--- src/design/c2u_pkg.sv ---
// Shared constants, types and the month table for the calendar to epoch-seconds converter.
package c2u_pkg;

  // Field widths
  localparam int YEAR_W  = 12;
  localparam int MONTH_W = 4;
  localparam int MDAY_W  = 5;
  localparam int HOUR_W  = 5;
  localparam int MIN_W   = 6;
  localparam int SEC_W   = 6;
  localparam int SECS_W  = 34;

  // Internal widths
  localparam int YDAY_W  = 9;   // day of year before leap adjust, up to 365
  localparam int PROD_W  = 25;  // year times reciprocal of 100
  localparam int Q100_W  = 6;   // year / 100, up to 40
  localparam int LEAPS_W = 11;  // leap years through year-1, up to 993
  localparam int YDAYS_W = 20;  // 365-day years since the epoch, up to 775625
  localparam int DAYS_W  = 21;  // signed whole days, -1 .. about 776506
  localparam int TOD_W   = 17;  // time of day in seconds, up to 115443
  localparam int TOT_W   = 38;  // signed total before clamping

  // Calendar constants
  localparam logic [YEAR_W-1:0]  EPOCH_YEAR         = 12'd1970;
  localparam logic [LEAPS_W-1:0] LEAPS_BEFORE_EPOCH = 11'd477;  // leap years in 1..1969
  localparam int DAYS_PER_YEAR = 365;
  localparam int SECS_PER_DAY  = 86400;
  localparam int SECS_PER_HOUR = 3600;
  localparam int SECS_PER_MIN  = 60;

  // floor(y / 100) = (y * RECIP_100) >> RECIP_SHIFT, exact for any 12-bit year
  localparam int RECIP_100   = 5243;
  localparam int RECIP_SHIFT = 19;

  // Load enables for the three day-count stages
  typedef struct packed {
    logic s1;
    logic s2;
    logic s3;
  } stage_en_t;

  // Days before the first of each month in a common year, index 0 is January
  function automatic logic [YDAY_W-1:0] days_before_month(input logic [3:0] idx);
    logic [YDAY_W-1:0] d;
    unique case (idx)
      4'd0:    d = 9'd0;
      4'd1:    d = 9'd31;
      4'd2:    d = 9'd59;
      4'd3:    d = 9'd90;
      4'd4:    d = 9'd120;
      4'd5:    d = 9'd151;
      4'd6:    d = 9'd181;
      4'd7:    d = 9'd212;
      4'd8:    d = 9'd243;
      4'd9:    d = 9'd273;
      4'd10:   d = 9'd304;
      default: d = 9'd334;
    endcase
    return d;
  endfunction

endpackage

--- src/design/c2u_days.sv ---
// Three-stage date to day-count pipeline: month table, leap rules and year weighting.
module c2u_days
  import c2u_pkg::*;
(
  input  logic                       clk,
  input  stage_en_t                  en,            // per-stage load enables
  input  logic [YEAR_W-1:0]          year,
  input  logic [MONTH_W-1:0]         month,
  input  logic [MDAY_W-1:0]          day_of_month,
  output logic signed [DAYS_W-1:0]   days           // whole days since the epoch
);

  // Stage 1: month lookup, reciprocal products for the century counts
  logic [3:0]          month_idx;
  logic [YEAR_W-1:0]   year_m1;
  logic [YDAY_W-1:0]   yday_next;
  logic [PROD_W-1:0]   prod_y_next;
  logic [PROD_W-1:0]   prod_m1_next;

  logic [YEAR_W-1:0]   s1_year;
  logic [YEAR_W-1:0]   s1_year_m1;
  logic [PROD_W-1:0]   s1_prod_y;
  logic [PROD_W-1:0]   s1_prod_m1;
  logic [YDAY_W-1:0]   s1_yday;
  logic                s1_march;

  always_comb begin
    if (month == '0) begin
      month_idx = 4'd0;
    end else if (month > 4'd12) begin
      month_idx = 4'd11;
    end else begin
      month_idx = month - 4'd1;
    end
  end

  assign year_m1      = year - YEAR_W'(1);
  assign yday_next    = days_before_month(month_idx) + YDAY_W'(day_of_month);
  assign prod_y_next  = PROD_W'(year) * PROD_W'(RECIP_100);
  assign prod_m1_next = PROD_W'(year_m1) * PROD_W'(RECIP_100);

  always_ff @(posedge clk) begin
    if (en.s1) begin
      s1_year    <= year;
      s1_year_m1 <= year_m1;
      s1_prod_y  <= prod_y_next;
      s1_prod_m1 <= prod_m1_next;
      s1_yday    <= yday_next;
      s1_march   <= (month >= 4'd3);
    end
  end

  // Stage 2: leap flag of this year, leap count before it, 365-day years
  logic [Q100_W-1:0]        q_y;
  logic [Q100_W-1:0]        q_m1;
  logic [YEAR_W-1:0]        q_y_x100;
  logic                     leap;
  logic [LEAPS_W-1:0]       leaps_m1;
  logic [YEAR_W-1:0]        year_off;
  logic [YDAYS_W-1:0]       year_days_next;

  logic [YDAYS_W-1:0]       s2_year_days;
  logic signed [LEAPS_W:0]  s2_leaps_net;
  logic [YDAY_W-1:0]        s2_yday;
  logic                     s2_leap_add;

  assign q_y      = s1_prod_y[RECIP_SHIFT +: Q100_W];
  assign q_m1     = s1_prod_m1[RECIP_SHIFT +: Q100_W];
  assign q_y_x100 = YEAR_W'(q_y) * YEAR_W'(100);
  assign leap     = (s1_year[1:0] == 2'b00) && ((q_y_x100 != s1_year) || (q_y[1:0] == 2'b00));
  assign leaps_m1 = LEAPS_W'(s1_year_m1[YEAR_W-1:2]) - LEAPS_W'(q_m1)
                  + LEAPS_W'(q_m1[Q100_W-1:2]);
  assign year_off = s1_year - EPOCH_YEAR;
  assign year_days_next = YDAYS_W'(year_off) * YDAYS_W'(DAYS_PER_YEAR);

  always_ff @(posedge clk) begin
    if (en.s2) begin
      s2_year_days <= year_days_next;
      s2_leaps_net <= $signed({1'b0, leaps_m1}) - $signed({1'b0, LEAPS_BEFORE_EPOCH});
      s2_yday      <= s1_yday;
      s2_leap_add  <= s1_march & leap;
    end
  end

  // Stage 3: sum to whole days; day zero of the month counts back one
  always_ff @(posedge clk) begin
    if (en.s3) begin
      days <= $signed(DAYS_W'(s2_year_days) + DAYS_W'(s2_leaps_net) + DAYS_W'(s2_yday)
                      + DAYS_W'(s2_leap_add) - DAYS_W'(1));
    end
  end

endmodule

--- src/design/calendar_to_unix_seconds_core.sv ---
// Top level: stream wrapper and five-stage pipeline from calendar date to epoch seconds.
//
//  channel   dir  transaction payload
//  s_axis    in   year, month, day_of_month, hour, minute, second
//  m_axis    out  unix_seconds
//
// Five register stages; one date enters every cycle unless a stall reaches the
// input. Stages: month table and reciprocal products, leap rules, day sum, one
// 21x17 multiply by seconds per day, final add and clamp.
// rst clears the valid bits only. A stall holds each stage whose successor
// is full; bubbles are squeezed out.
module calendar_to_unix_seconds_core
  import c2u_pkg::*;
(
  input  logic        clk,
  input  logic        rst,
  input  logic        s_axis_tvalid,
  output logic        s_axis_tready,
  // [11:0] year, [15:12] month, [20:16] day_of_month, [25:21] hour,
  // [31:26] minute, [37:32] second, [39:38] zero
  input  logic [39:0] s_axis_tdata,
  output logic        m_axis_tvalid,
  input  logic        m_axis_tready,
  // [33:0] unix_seconds, [39:34] zero
  output logic [39:0] m_axis_tdata
);

  // Input field unpacking
  logic [YEAR_W-1:0]  year;
  logic [MONTH_W-1:0] month;
  logic [MDAY_W-1:0]  day_of_month;
  logic [HOUR_W-1:0]  hour;
  logic [MIN_W-1:0]   minute;
  logic [SEC_W-1:0]   second;

  assign year         = s_axis_tdata[11:0];
  assign month        = s_axis_tdata[15:12];
  assign day_of_month = s_axis_tdata[20:16];
  assign hour         = s_axis_tdata[25:21];
  assign minute       = s_axis_tdata[31:26];
  assign second       = s_axis_tdata[37:32];

  // Valid bits and per-stage enables; a stage loads when empty or draining
  logic      v1, v2, v3, v4, v5;
  logic      en1, en2, en3, en4, en5;
  stage_en_t days_en;

  assign en5 = !v5 || m_axis_tready;
  assign en4 = !v4 || en5;
  assign en3 = !v3 || en4;
  assign en2 = !v2 || en3;
  assign en1 = !v1 || en2;
  assign s_axis_tready = en1;
  assign days_en = '{s1: en1, s2: en2, s3: en3};

  always_ff @(posedge clk) begin
    if (rst) begin
      v1 <= 1'b0;
      v2 <= 1'b0;
      v3 <= 1'b0;
      v4 <= 1'b0;
      v5 <= 1'b0;
    end else begin
      if (en1) v1 <= s_axis_tvalid;
      if (en2) v2 <= v1;
      if (en3) v3 <= v2;
      if (en4) v4 <= v3;
      if (en5) v5 <= v4;
    end
  end

  // Day count pipeline, stages one to three
  logic signed [DAYS_W-1:0] days;

  c2u_days u_days (
    .clk          (clk),
    .en           (days_en),
    .year         (year),
    .month        (month),
    .day_of_month (day_of_month),
    .days         (days)
  );

  // Time of day and pre-epoch flag, carried alongside the day count
  logic [TOD_W-1:0] tod_next;
  logic [TOD_W-1:0] t1_tod, t2_tod, t3_tod, t4_tod;
  logic             t1_zero, t2_zero, t3_zero, t4_zero;

  assign tod_next = TOD_W'(hour) * TOD_W'(SECS_PER_HOUR) + TOD_W'(minute) * TOD_W'(SECS_PER_MIN)
                  + TOD_W'(second);

  always_ff @(posedge clk) begin
    if (en1) begin
      t1_tod  <= tod_next;
      t1_zero <= (year < EPOCH_YEAR);
    end
    if (en2) begin
      t2_tod  <= t1_tod;
      t2_zero <= t1_zero;
    end
    if (en3) begin
      t3_tod  <= t2_tod;
      t3_zero <= t2_zero;
    end
  end

  // Stage 4: days times seconds per day
  logic signed [TOT_W-1:0] s4_day_secs;

  always_ff @(posedge clk) begin
    if (en4) begin
      s4_day_secs <= TOT_W'(days) * $signed(TOT_W'(SECS_PER_DAY));
      t4_tod      <= t3_tod;
      t4_zero     <= t3_zero;
    end
  end

  // Stage 5: add time of day, clamp to the output range
  logic signed [TOT_W-1:0] total;
  logic [SECS_W-1:0]       unix_seconds;
  logic [SECS_W-1:0]       secs_next;

  assign total = s4_day_secs + $signed(TOT_W'(t4_tod));

  always_comb begin
    if (t4_zero || total[TOT_W-1]) begin
      secs_next = '0;
    end else if (total[TOT_W-1:SECS_W] != '0) begin
      secs_next = '1;
    end else begin
      secs_next = total[SECS_W-1:0];
    end
  end

  always_ff @(posedge clk) begin
    if (en5) begin
      unix_seconds <= secs_next;
    end
  end

  assign m_axis_tvalid = v5;
  assign m_axis_tdata  = {6'b0, unix_seconds};

endmodule

--- config.mk ---
export PLATFORM = sky130hd
export DESIGN_NAME = calendar_to_unix_seconds_core
export DESIGN_NICKNAME = d
export VERILOG_FILES = /design/src/design/c2u_pkg.sv /design/src/design/c2u_days.sv /design/src/design/calendar_to_unix_seconds_core.sv
export SDC_FILE = /design/constraint.sdc
export NUM_CORES = 1
export LEC_CHECK = 0
export BUFFER_PORTS_ARGS = -buffer_cell sky130_fd_sc_hd__clkbuf_2
export CAP_MARGIN = 20
export CORE_UTILIZATION = 60
export DETAILED_ROUTE_END_ITERATION = 10
export PLACE_DENSITY = 0.78
export SLEW_MARGIN = 5
export SYNTH_ARGS = -nofsm -noshare
export SYNTH_HDL_FRONTEND = slang
export SYNTH_SLANG_ARGS = --single-unit
export TNS_END_PERCENT = 50
--- constraint.sdc ---
create_clock -name clk -period 17.6 [get_ports clk]
set_input_delay 0 -clock clk [delete_from_list [all_inputs] [get_ports clk]]
set_output_delay 0 -clock clk [all_outputs]
set_load 0.01 [all_outputs]
==> impl_metrics.json, run 1 <==
{
  "status": "complete, but fails checks",
  "violations": "design-rule violations",
  "initial_utilization_pct": 61.1,
  "wirelength_microns": 45400,
  "multiInputGateArea_sq_mm": 0.0154,
  "postRouteAntennaNets": 0,
  "grt_overflow": 0,
  "crit_start": "s_axis_tdata[1]",
  "crit_path_max_incr_delay_ns": 0.62,
  "drt_iter0_drc": 653,
  "drt-wirelength-per-cell_microns": 15.1,
  "fill_cells": 3059,
  "dr.pass1.iters": 10,
  "post_cts_resized": 0,
  "clock_sinks": 249,
  "hold_viol": 0,
  "core_sq_mm": 0.0410,
  "synth_edf_count": 244,
  "nNetsFinal": 3176,
  "crit_buf_inv": 7,
  "rrSetupSlack_ns": 11.70,
  "grt_max_degree": 53,
  "critPathCapture": "u_days.s1_prod_m1[23]$_DFFE_PP_",
  "r2r_start": "u_days.s1_year[1]$_DFFE_PP_",
  "area_delta_synth_final_pct": 8.91,
  "worstPathArrival_ns": 7.36,
  "ys_ff_latch": 249,
  "drive_above_1_share_pct": 6.88,
  "synth_area_sq_mm": 0.0251,
  "setup-violations-final": 0,
  "grt_pass1_vias": 17000,
  "syn_area_per_cell_sq_um": 10.8,
  "grt_pass1_wl_microns": 77300,
  "worst-path-stages": 27,
  "synth_warnings": 0,
  "io_buffer_count": 77,
  "cts_max_path_buffers": 3,
  "antenna_cells": 0,
  "gp_congestion": 0.899,
  "remaining_drc_errors": 2,
  "critical-path-top-delay-family": "adder cells",
  "grt_util_all_layers_pct": 22.4,
  "die_area_sq_mm": 0.0426,
  "rows": 74,
  "grt.busiest_layer": "met2",
  "use_met2_pct": 42.8,
  "dieWidth_microns": 206,
  "fin_util_pct": 66.6,
  "clock_latency_ns": 0.54,
  "r2r_end": "u_days.s2_year_days[19]$_DFFE_PP_",
  "vias": 15900,
  "cp-start-kind": "input port",
  "end_kind": "flip-flop",
  "ios": 86,
  "worst_slew_pin_slew_ns": 0.993,
  "root_buffer": "clkbuf_16",
  "hp-class": "in2reg",
  "use_met3_pct": 1.86,
  "htree_levels": 1,
  "grt_setup_unrepaired": "no",
  "synthFlopType": "edfxtp_1",
  "slew_headroom_pct": 33.3,
  "worstRegToRegCells": 21,
  "async_reset_ff_share_pct": 0,
  "tns_ns": 0,
  "grtUsageMet1_pct": 26.5,
  "yosysUniqueCellTypes": 79,
  "critPathSlowestCell": "xnor2_1",
  "path_max_fanout": 10,
  "regArea_sq_mm": 0.00743,
  "cts_made_buffers": 27,
  "final_max_slew_viol_count": 0,
  "fin_crit_ns": 7.06,
  "timing.final.crit_share_pct": 40.1,
  "clk_pin_slew_worst_paths_ns": 0.06,
  "chipHeight_microns": 206,
  "hpwlAfterDp_microns": 36900,
  "cp.required_ns": 17.90,
  "vias_per_cell": 5.28,
  "cts_tree": "built",
  "fmax_mhz": 142,
  "antenna_found_initial": 0,
  "syn_inst": 2324,
  "max-cap-violations": 0,
  "worst-setup-path-type": "in2reg",
  "finClkSkew_ns": 0.00728,
  "seq_area_frac_synth_pct": 29.6
}
[worst min path at each step]
stage / start / to / slack [ns] / cells after the start
floorplan: rst / v1$_SDFFE_PP0P_ / 0.07 / 1
global placement: s_axis_tdata[33] / t1_tod[1]$_DFFE_PP_ / 0.18 / 1
detailed placement: s_axis_tdata[33] / t1_tod[1]$_DFFE_PP_ / 0.18 / 1
CTS: s_axis_tdata[26] / t1_tod[3]$_DFFE_PP_ / 0.04 / 3
global route: s_axis_tdata[26] / t1_tod[3]$_DFFE_PP_ / 0.07 / 3
finish: s_axis_tdata[26] / t1_tod[3]$_DFFE_PP_ / 0.04 / 3
[Yosys cell counts (all sizes together), types with 5 or more instances]
cell type | number | area (sq um)
nand2 | 65 | 246
nand2b | 18 | 113
inv | 563 | 2110
nor2b | 16 | 100
nor3 | 25 | 130
xnor2 | 127 | 1130
nand3 | 25 | 125
or2 | 5 | 31.3
dfxtp | 5 | 100
o21a | 10 | 75.1
a21oi | 126 | 668
edfxtp | 244 | 7330
nor2 | 83 | 312
a21o | 53 | 400
o21bai | 20 | 150
clkbuf | 6 | 22.5
o211ai | 8 | 65.1
nand4 | 10 | 62.6
and2 | 16 | 100
a21boi | 6 | 52.6
a31oi | 7 | 43.8
buf | 15 | 96.3
fa | 212 | 4240
a211oi | 10 | 85.1
xor2 | 52 | 455
o22ai | 6 | 37.5
o31ai | 6 | 72.6
ha | 469 | 5870
o21ai | 46 | 245
and3 | 9 | 57.6
or3 | 10 | 67.6
[routing by layer]
layer | wire, microns | up-vias
met3 | 936 | 93
met5 | 0 | -
met4 | 1300 | 0
li1 | - | 7937
met1 | 19100 | 7612
met2 | 24000 | 211
[cells by family after synthesis]
group	Yosys count	share of synthesized area (%)
mux	4	0.160
other cells	1	0.0150
simple gates	298	5.87
flops	249	29.6
xor+xnor	179	6.33
buf+inv	584	8.90
compound gates	328	8.75
fa+ha+maj	681	40.3
[metrics by stage]
step	cell area, sq um	hold WS [ns]	setup slack (ns)	instances
after floorplan	25100	0.0691	11.43	2329
after global placement	26100	0.178	10.69	2924
after detailed placement	26100	0.183	10.55	2924
after CTS	27300	0.0381	10.57	3002
after global routing	27300	0.0662	10.13	3003
final	27300	0.0376	10.54	3003
[final cells by class]
type,instances,area share (%)
well taps,532,2.44
clock buffers,30,2.52
repair buffers,114,2.74
inverters,563,7.74
flip-flops and latches,249,27.2
clock inverters,19,0.816
multi-input cells,1496,56.5
[registers in the layout, summed over array words and instances, names as in the netlist, 11 cells and up]
name and cells:
t3_tod 17, u_days.s2_leaps_net 12, unix_seconds 34, t2_tod 17, u_days.s1_year 11, u_days.s2_year_days 20
s4_day_secs 31, u_days.days 21, t1_tod 17, t4_tod 17
[worst min-delay path, stage by stage]
cell and delay [ns]:
clkbuf_2 0.15, ha_1 0.18, ha_1 0.14
[placed cells by master, fill, tap and decap left out, types with 9 or more instances in the layout]
master,instances
dlygate4sd3_1,29
nand4_1,10
o21ai_0,38
nor2_1,83
clkbuf_16,27
ha_1,469
nor3_1,24
and2_1,16
edfxtp_1,244
o21bai_1,20
xnor2_1,126
a21oi_1,118
a21o_1,51
clkbuf_2,77
nand3_1,24
xor2_1,52
inv_1,562
nand2b_1,18
nor2b_1,16
or3_1,9
o21a_1,10
nand2_1,62
fa_1,212
[timing repair]
action	in CTS	in global routing
buffers inserted	0	0
endpoints found under the hold margin	28	0
hold buffers	29	0
Power of run 1 is left out: the tool's default activity adds up to more than one toggle a clock period on the data nets, which glitch-free logic cannot reach.
==> inputs of run 2 (changes only) <==
Clock period 17.6 ns to 6.9 ns, I/O delays scaled along.
==> run 2 against run 1 <==
Net effect: register-to-register slack got worse by 11 ns; hold slack improved by 0.12 ns; global-route usage rose by 0.43 points; clock skew rose by 0.021 ns; critical endpoint unchanged; die area did not move; the run still ends with design-rule violations left.
==> impl_metrics.json, run 2 (synthesized netlist as in run 1, its figures left out) <==
{
  "final_cell_mix": "inv_1 (561), ha_1 (469), edfxtp_1 (244)",
  "rows": 74,
  "fin_ws_ns": 0.380,
  "crit_path_max_incr_delay_ns": 0.54,
  "cts_made_buffers": 27,
  "rrSetupSlack_ns": 1.13,
  "final_max_slew_viol_count": 0,
  "cp.required_ns": 7.19,
  "antenna_found_initial": 0,
  "post-place-ws_ns": 0.237,
  "worst_slew_pin_slew_ns": 0.824,
  "antenna_cells": 0,
  "min_to": "t1_tod[1]$_DFFE_PP_",
  "worstPathArrival_ns": 6.81,
  "max-cap-violations": 0,
  "crit_buf_inv": 9,
  "area_delta_synth_final_pct": 9.10,
  "regMostFlops": "unix_seconds",
  "r2r_end": "u_days.s2_year_days[19]$_DFFE_PP_",
  "grt_pass1_vias": 17300,
  "clock_sinks": 249,
  "chipHeight_microns": 206,
  "hpwlAfterDp_microns": 37300,
  "setup-violations-final": 0,
  "drt_iter0_drc": 579,
  "vias": 16100,
  "vias_per_cell": 5.33,
  "drt-wirelength-per-cell_microns": 15.2,
  "nNetsFinal": 3191,
  "grt_max_degree": 59,
  "htree_levels": 1,
  "critPathSlowestCell": "dlygate4sd3_1",
  "hold_depth": 2,
  "ios": 86,
  "critical-path-top-delay-family": "adder cells",
  "cts_tree": "built",
  "cts_max_path_buffers": 3,
  "postRouteAntennaNets": 0,
  "fill_cells": 2985,
  "core_sq_mm": 0.0410,
  "cp-start-kind": "input port",
  "grt_util_all_layers_pct": 22.9,
  "finClkSkew_ns": 0.0280,
  "root_buffer": "clkbuf_16",
  "holdCritStartpoint": "s_axis_tdata[33]",
  "dieWidth_microns": 206,
  "violations": "design-rule violations",
  "fmax_mhz": 153,
  "initial_utilization_pct": 61.1,
  "grt_pass1_wl_microns": 78800,
  "hold_viol": 0,
  "dr.pass1.iters": 8,
  "reg_top3": "unix_seconds: 34 flops, s4_day_secs: 31 flops, u_days.days: 21 flops",
  "hp-class": "in2reg",
  "layout_commonest_cell": "inv_1",
  "worstRegToRegCells": 21,
  "end_kind": "flip-flop",
  "slew_headroom_pct": 43.5,
  "remaining_drc_errors": 2,
  "clk_pin_slew_worst_paths_ns": 0.06,
  "cp_common_cell": "inv_1",
  "drive_above_1_share_pct": 7.44,
  "fin_crit_ns": 6.52,
  "timing.final.crit_share_pct": 94.5,
  "clock_latency_ns": 0.56,
  "worst-setup-path-type": "in2reg",
  "grt_overflow": 0,
  "die_area_sq_mm": 0.0426,
  "status": "complete, but fails checks",
  "wirelength_microns": 45800,
  "r2r_start": "u_days.s1_year[1]$_DFFE_PP_",
  "largest_reg_flops": 34,
  "gp_congestion": 0.887,
  "path_max_fanout": 8,
  "io_buffer_count": 77
}
-- run 2: timing repair --
| item | CTS | global route |
|---|---|---|
| buffers inserted | 0 | 1 |
| hold buffers | 32 | 0 |
| endpoints found under the hold margin | 29 | 0 |
| setup endpoints to repair | 0 | 3 |
| gates resized for setup | 0 | 4 |
-- run 2: routing by layer --
layer	track usage [%]	vias up	part of all wire (%)
met5	0	-	0
met3	2.32	105	3.0
li1	-	7962	-
met1	26.7	7752	41
met2	43.5	271	53
met4	7.01	0	2.7
-- run 2: worst register-to-register path: cells and delay by family, from the launching register on --
family          cells  cell delay (ns)
compound gates      7             1.66
flops               1             0.42
simple gates        3             0.36
fa+ha+maj           6             2.42
buf+inv             3             0.30
xor+xnor            2             0.31
-- run 2: worst max-delay path by stage --
stage,depth (start not counted),slack [ns],to,start
2_1_floorplan,30,0.73,u_days.s1_prod_m1[23]$_DFFE_PP_,s_axis_tdata[2]
4_1_cts,31,0.21,u_days.s1_prod_m1[23]$_DFFE_PP_,s_axis_tdata[1]
3_3_place_gp,30,0.42,u_days.s1_prod_m1[23]$_DFFE_PP_,s_axis_tdata[1]
3_5_place_dp,30,0.24,u_days.s1_prod_m1[23]$_DFFE_PP_,s_axis_tdata[1]
5_1_grt,30,-0.006,u_days.s1_prod_m1[23]$_DFFE_PP_,s_axis_tdata[4]
6_report,30,0.38,u_days.s1_prod_m1[23]$_DFFE_PP_,s_axis_tdata[4]
-- run 2: area by class of cell --
type	instances	area (sq um)	share of cell area [%]
well taps	532	666	2.43
clock inverters	20	138	0.503
repair buffers	129	868	3.17
flip-flops and latches	249	7430	27.2
multi-input cells	1496	15500	56.5
clock buffers	30	687	2.51
inverters	563	2110	7.73
-- run 2: per-stage QoR --
step / setup TNS [ns] / area [sq um] / util (%) / hold WS (ns) / cells
global route: -0.00594 / 27400 / 66.7 / 0.160 / 3019
global placement: 0 / 26200 / 63.8 / 0.179 / 2935
CTS: 0 / 27300 / 66.6 / 0.130 / 3017
finish: 0 / 27400 / 66.7 / 0.161 / 3019
floorplan: 0 / 25100 / - / 0.0691 / 2329
detailed placement: 0 / 26200 / 63.8 / 0.180 / 2935
Power of run 2 is left out for the same reason.
==> inputs of run 3 (changes only) <==
Settings changed: ABC_AREA set to 1.
==> run 3 against run 2 <==
Net effect: the flow now finishes without violations; final area rose by 7.0%; first-iteration DRC count rose by 120%; via count increased by 22%; final cell count rose by 23%; count of clock-buffer cells in the layout is the same.
==> impl_metrics.json, run 3 <==
{
  "tns_ns": 0,
  "end_kind": "flip-flop",
  "antenna_found_initial": 0,
  "yosysUniqueCellTypes": 45,
  "grt_util_all_layers_pct": 24.3,
  "slew_headroom_pct": 33.5,
  "post_cts.repair.setup_buffers": 0,
  "top_layer": "met4",
  "hold_viol": 0,
  "synth_edf_count": 244,
  "cts_made_buffers": 26,
  "worst_slew_pin_slew_ns": 0.996,
  "finClkSkew_ns": 0.0121,
  "synthTopCellsByCount": "inv_1 (741), ha_1 (469), nand2_1 (469)",
  "placed_area_sq_mm": 0.0281,
  "hp-class": "in2reg",
  "synthFlopType": "edfxtp_1",
  "worstPathArrival_ns": 6.35,
  "wl_met1_microns": 22800,
  "ios": 86,
  "cp_common_cell": "nand2_1",
  "cts_tree": "built",
  "synth.area.top_cells": "edfxtp_1 (27%), ha_1 (22%), fa_1 (16%)",
  "area_delta_synth_final_pct": 7.92,
  "die_area_sq_mm": 0.0460,
  "post_cts_resized": 0,
  "clock_sinks": 249,
  "vias_per_cell": 5.25,
  "seq_area_frac_synth_pct": 27.4,
  "path_max_fanout": 10,
  "cts_max_path_buffers": 3,
  "nNetsFinal": 3839,
  "ys_ff_latch": 249,
  "htree_levels": 1,
  "wirelength_microns": 54200,
  "antenna_cells": 0,
  "yosys.area.top_type": "edfxtp_1",
  "setup-violations-final": 0,
  "grt_max_degree": 62,
  "grt_pass1_wl_microns": 93100,
  "holdBufCountCts": 28,
  "dieWidth_microns": 215,
  "synth_area_sq_mm": 0.0271,
  "clk_pin_slew_worst_paths_ns": 0.06,
  "critPathSlowestCell": "dlygate4sd3_1",
  "cp.required_ns": 7.20,
  "grt_setup_unrepaired": "no",
  "timing.final.crit_share_pct": 87.6,
  "status": "completed",
  "syn_area_per_cell_sq_um": 9.08,
  "crit_buf_inv": 7,
  "grt_pass1_vias": 20500,
  "initial_utilization_pct": 61.0,
  "async_reset_ff_share_pct": 0,
  "fin_crit_ns": 6.04,
  "wl_met2_microns": 28400,
  "drt_iter0_drc": 1264,
  "cp-start-kind": "input port",
  "drive_above_1_share_pct": 5.04,
  "final_max_slew_viol_count": 0,
  "hpwlAfterDp_microns": 45900,
  "clock_latency_ns": 0.55,
  "critical-path-top-delay-family": "adder cells",
  "syn_inst": 2987,
  "synth_top_area_share_pct": 27.0,
  "io_buffer_count": 77,
  "fmax_mhz": 165,
  "rows": 77,
  "synth_warnings": 0,
  "remaining_drc_errors": 0,
  "postRouteAntennaNets": 0,
  "worst-setup-path-type": "in2reg",
  "max-cap-violations": 0,
  "gp_congestion": 0.935,
  "vias": 19600,
  "chipHeight_microns": 215,
  "grt_overflow": 0,
  "route.met3.wl_microns": 1650,
  "synth_most_common_cell": "inv_1",
  "root_buffer": "clkbuf_16",
  "crit_path_max_incr_delay_ns": 0.55,
  "fill_cells": 3504,
  "core_sq_mm": 0.0444,
  "reg_top3": "unix_seconds: 34 flops, s4_day_secs: 31 flops, u_days.days: 21 flops",
  "largest_reg_flops": 34,
  "drt-wirelength-per-cell_microns": 14.5,
  "layout_commonest_cell": "inv_1",
  "final_cell_mix": "inv_1 (739), ha_1 (469), nand2_1 (468)",
  "dr.pass1.iters": 6,
  "regMostFlops": "unix_seconds",
  "finalInstanceArea_sq_mm": 0.0293
}
[run 3: cell types whose count changed after synthesis, sizes merged, moves of 18 or more]
cell    previous run  this run
nand2b            18         0
nor2              83       148
o21ai             46        73
a21oi            126       144
nand4             10        34
a21o              53        18
inv              563       744
xor2              52        89
nand2             65       481
xnor2            127        63
nand3             25       146
[run 3: final timing paths]
path                                from                                end  slack (ns)  cells after the start
max                      s_axis_tdata[0]    u_days.s1_prod_m1[24]$_DFFE_PP_        0.86                     29
max reg2reg  u_days.s1_year[1]$_DFFE_PP_  u_days.s2_year_days[18]$_DFFE_PP_        1.52                     22
min                        m_axis_tready      unix_seconds[8]$_SDFFCE_PP0P_        0.14                      4
min reg2reg          t3_tod[9]$_DFFE_PP_                t4_tod[9]$_DFFE_PP_        0.41                      0
[run 3: cell type report]
| cell class | instances | area, sq um | share of cell area [%] |
|---|---|---|---|
| Multi-Input combinational cell | 1984 | 16800 | 57.3 |
| Clock inverter | 17 | 158 | 0.539 |
| Tap cell | 592 | 741 | 2.53 |
| Timing Repair Buffer | 109 | 696 | 2.38 |
| Inverter | 744 | 2790 | 9.55 |
| Clock buffer | 30 | 666 | 2.28 |
| Sequential cell | 249 | 7430 | 25.4 |
[run 3: worst register-to-register path, cell delays in order (launching register included)]
cell	delay [ns]
edfxtp_1	0.40
inv_1	0.14
ha_1	0.25
a21oi_1	0.24
nand2_1	0.11
a21oi_1	0.26
nand4_1	0.13
nand2_1	0.15
inv_1	0.11
ha_1	0.34
fa_1	0.52
inv_1	0.05
fa_1	0.47
inv_1	0.05
fa_1	0.47
ha_1	0.39
nand2_1	0.10
nor2_1	0.04
nand2_1	0.06
nand3_1	0.11
a21boi_0	0.41
o21ai_0	0.17
xor2_1	0.16
[run 3: logic make-up (layout without fill, tap and decap cells)]
group	Yosys count	in the layout	share of synthesized area [%]
other	1	6	0.0138
flip-flops	249	249	27.4
AO/OA/AOI/OAI	286	286	5.89
XOR/XNOR	152	152	4.91
adder cells (fa/ha/maj)	681	681	37.3
AND/OR/NAND/NOR	859	859	13.7
buffers and inverters	759	900	10.8
[run 3: through the flow]
step / std cells / util (%) / hold WS (ns) / setup slack, ns
finish: 3725 / 65.9 / 0.139 / 0.856
global route: 3725 / 65.9 / 0.143 / 0.322
CTS: 3725 / 65.9 / 0.123 / 0.938
detailed placement: 3650 / 63.4 / 0.179 / 0.965
global placement: 3650 / 63.4 / 0.179 / 1.07
floorplan: 2992 / - / 0.0691 / 1.73
[run 3: metal layers]
metal,track usage [%],up-vias
li1,-,9816
met1,29.5,9287
met2,46.2,353
met3,1.97,96
met4,6.38,0
met5,0,-
Power of run 3 is left out for the same reason.
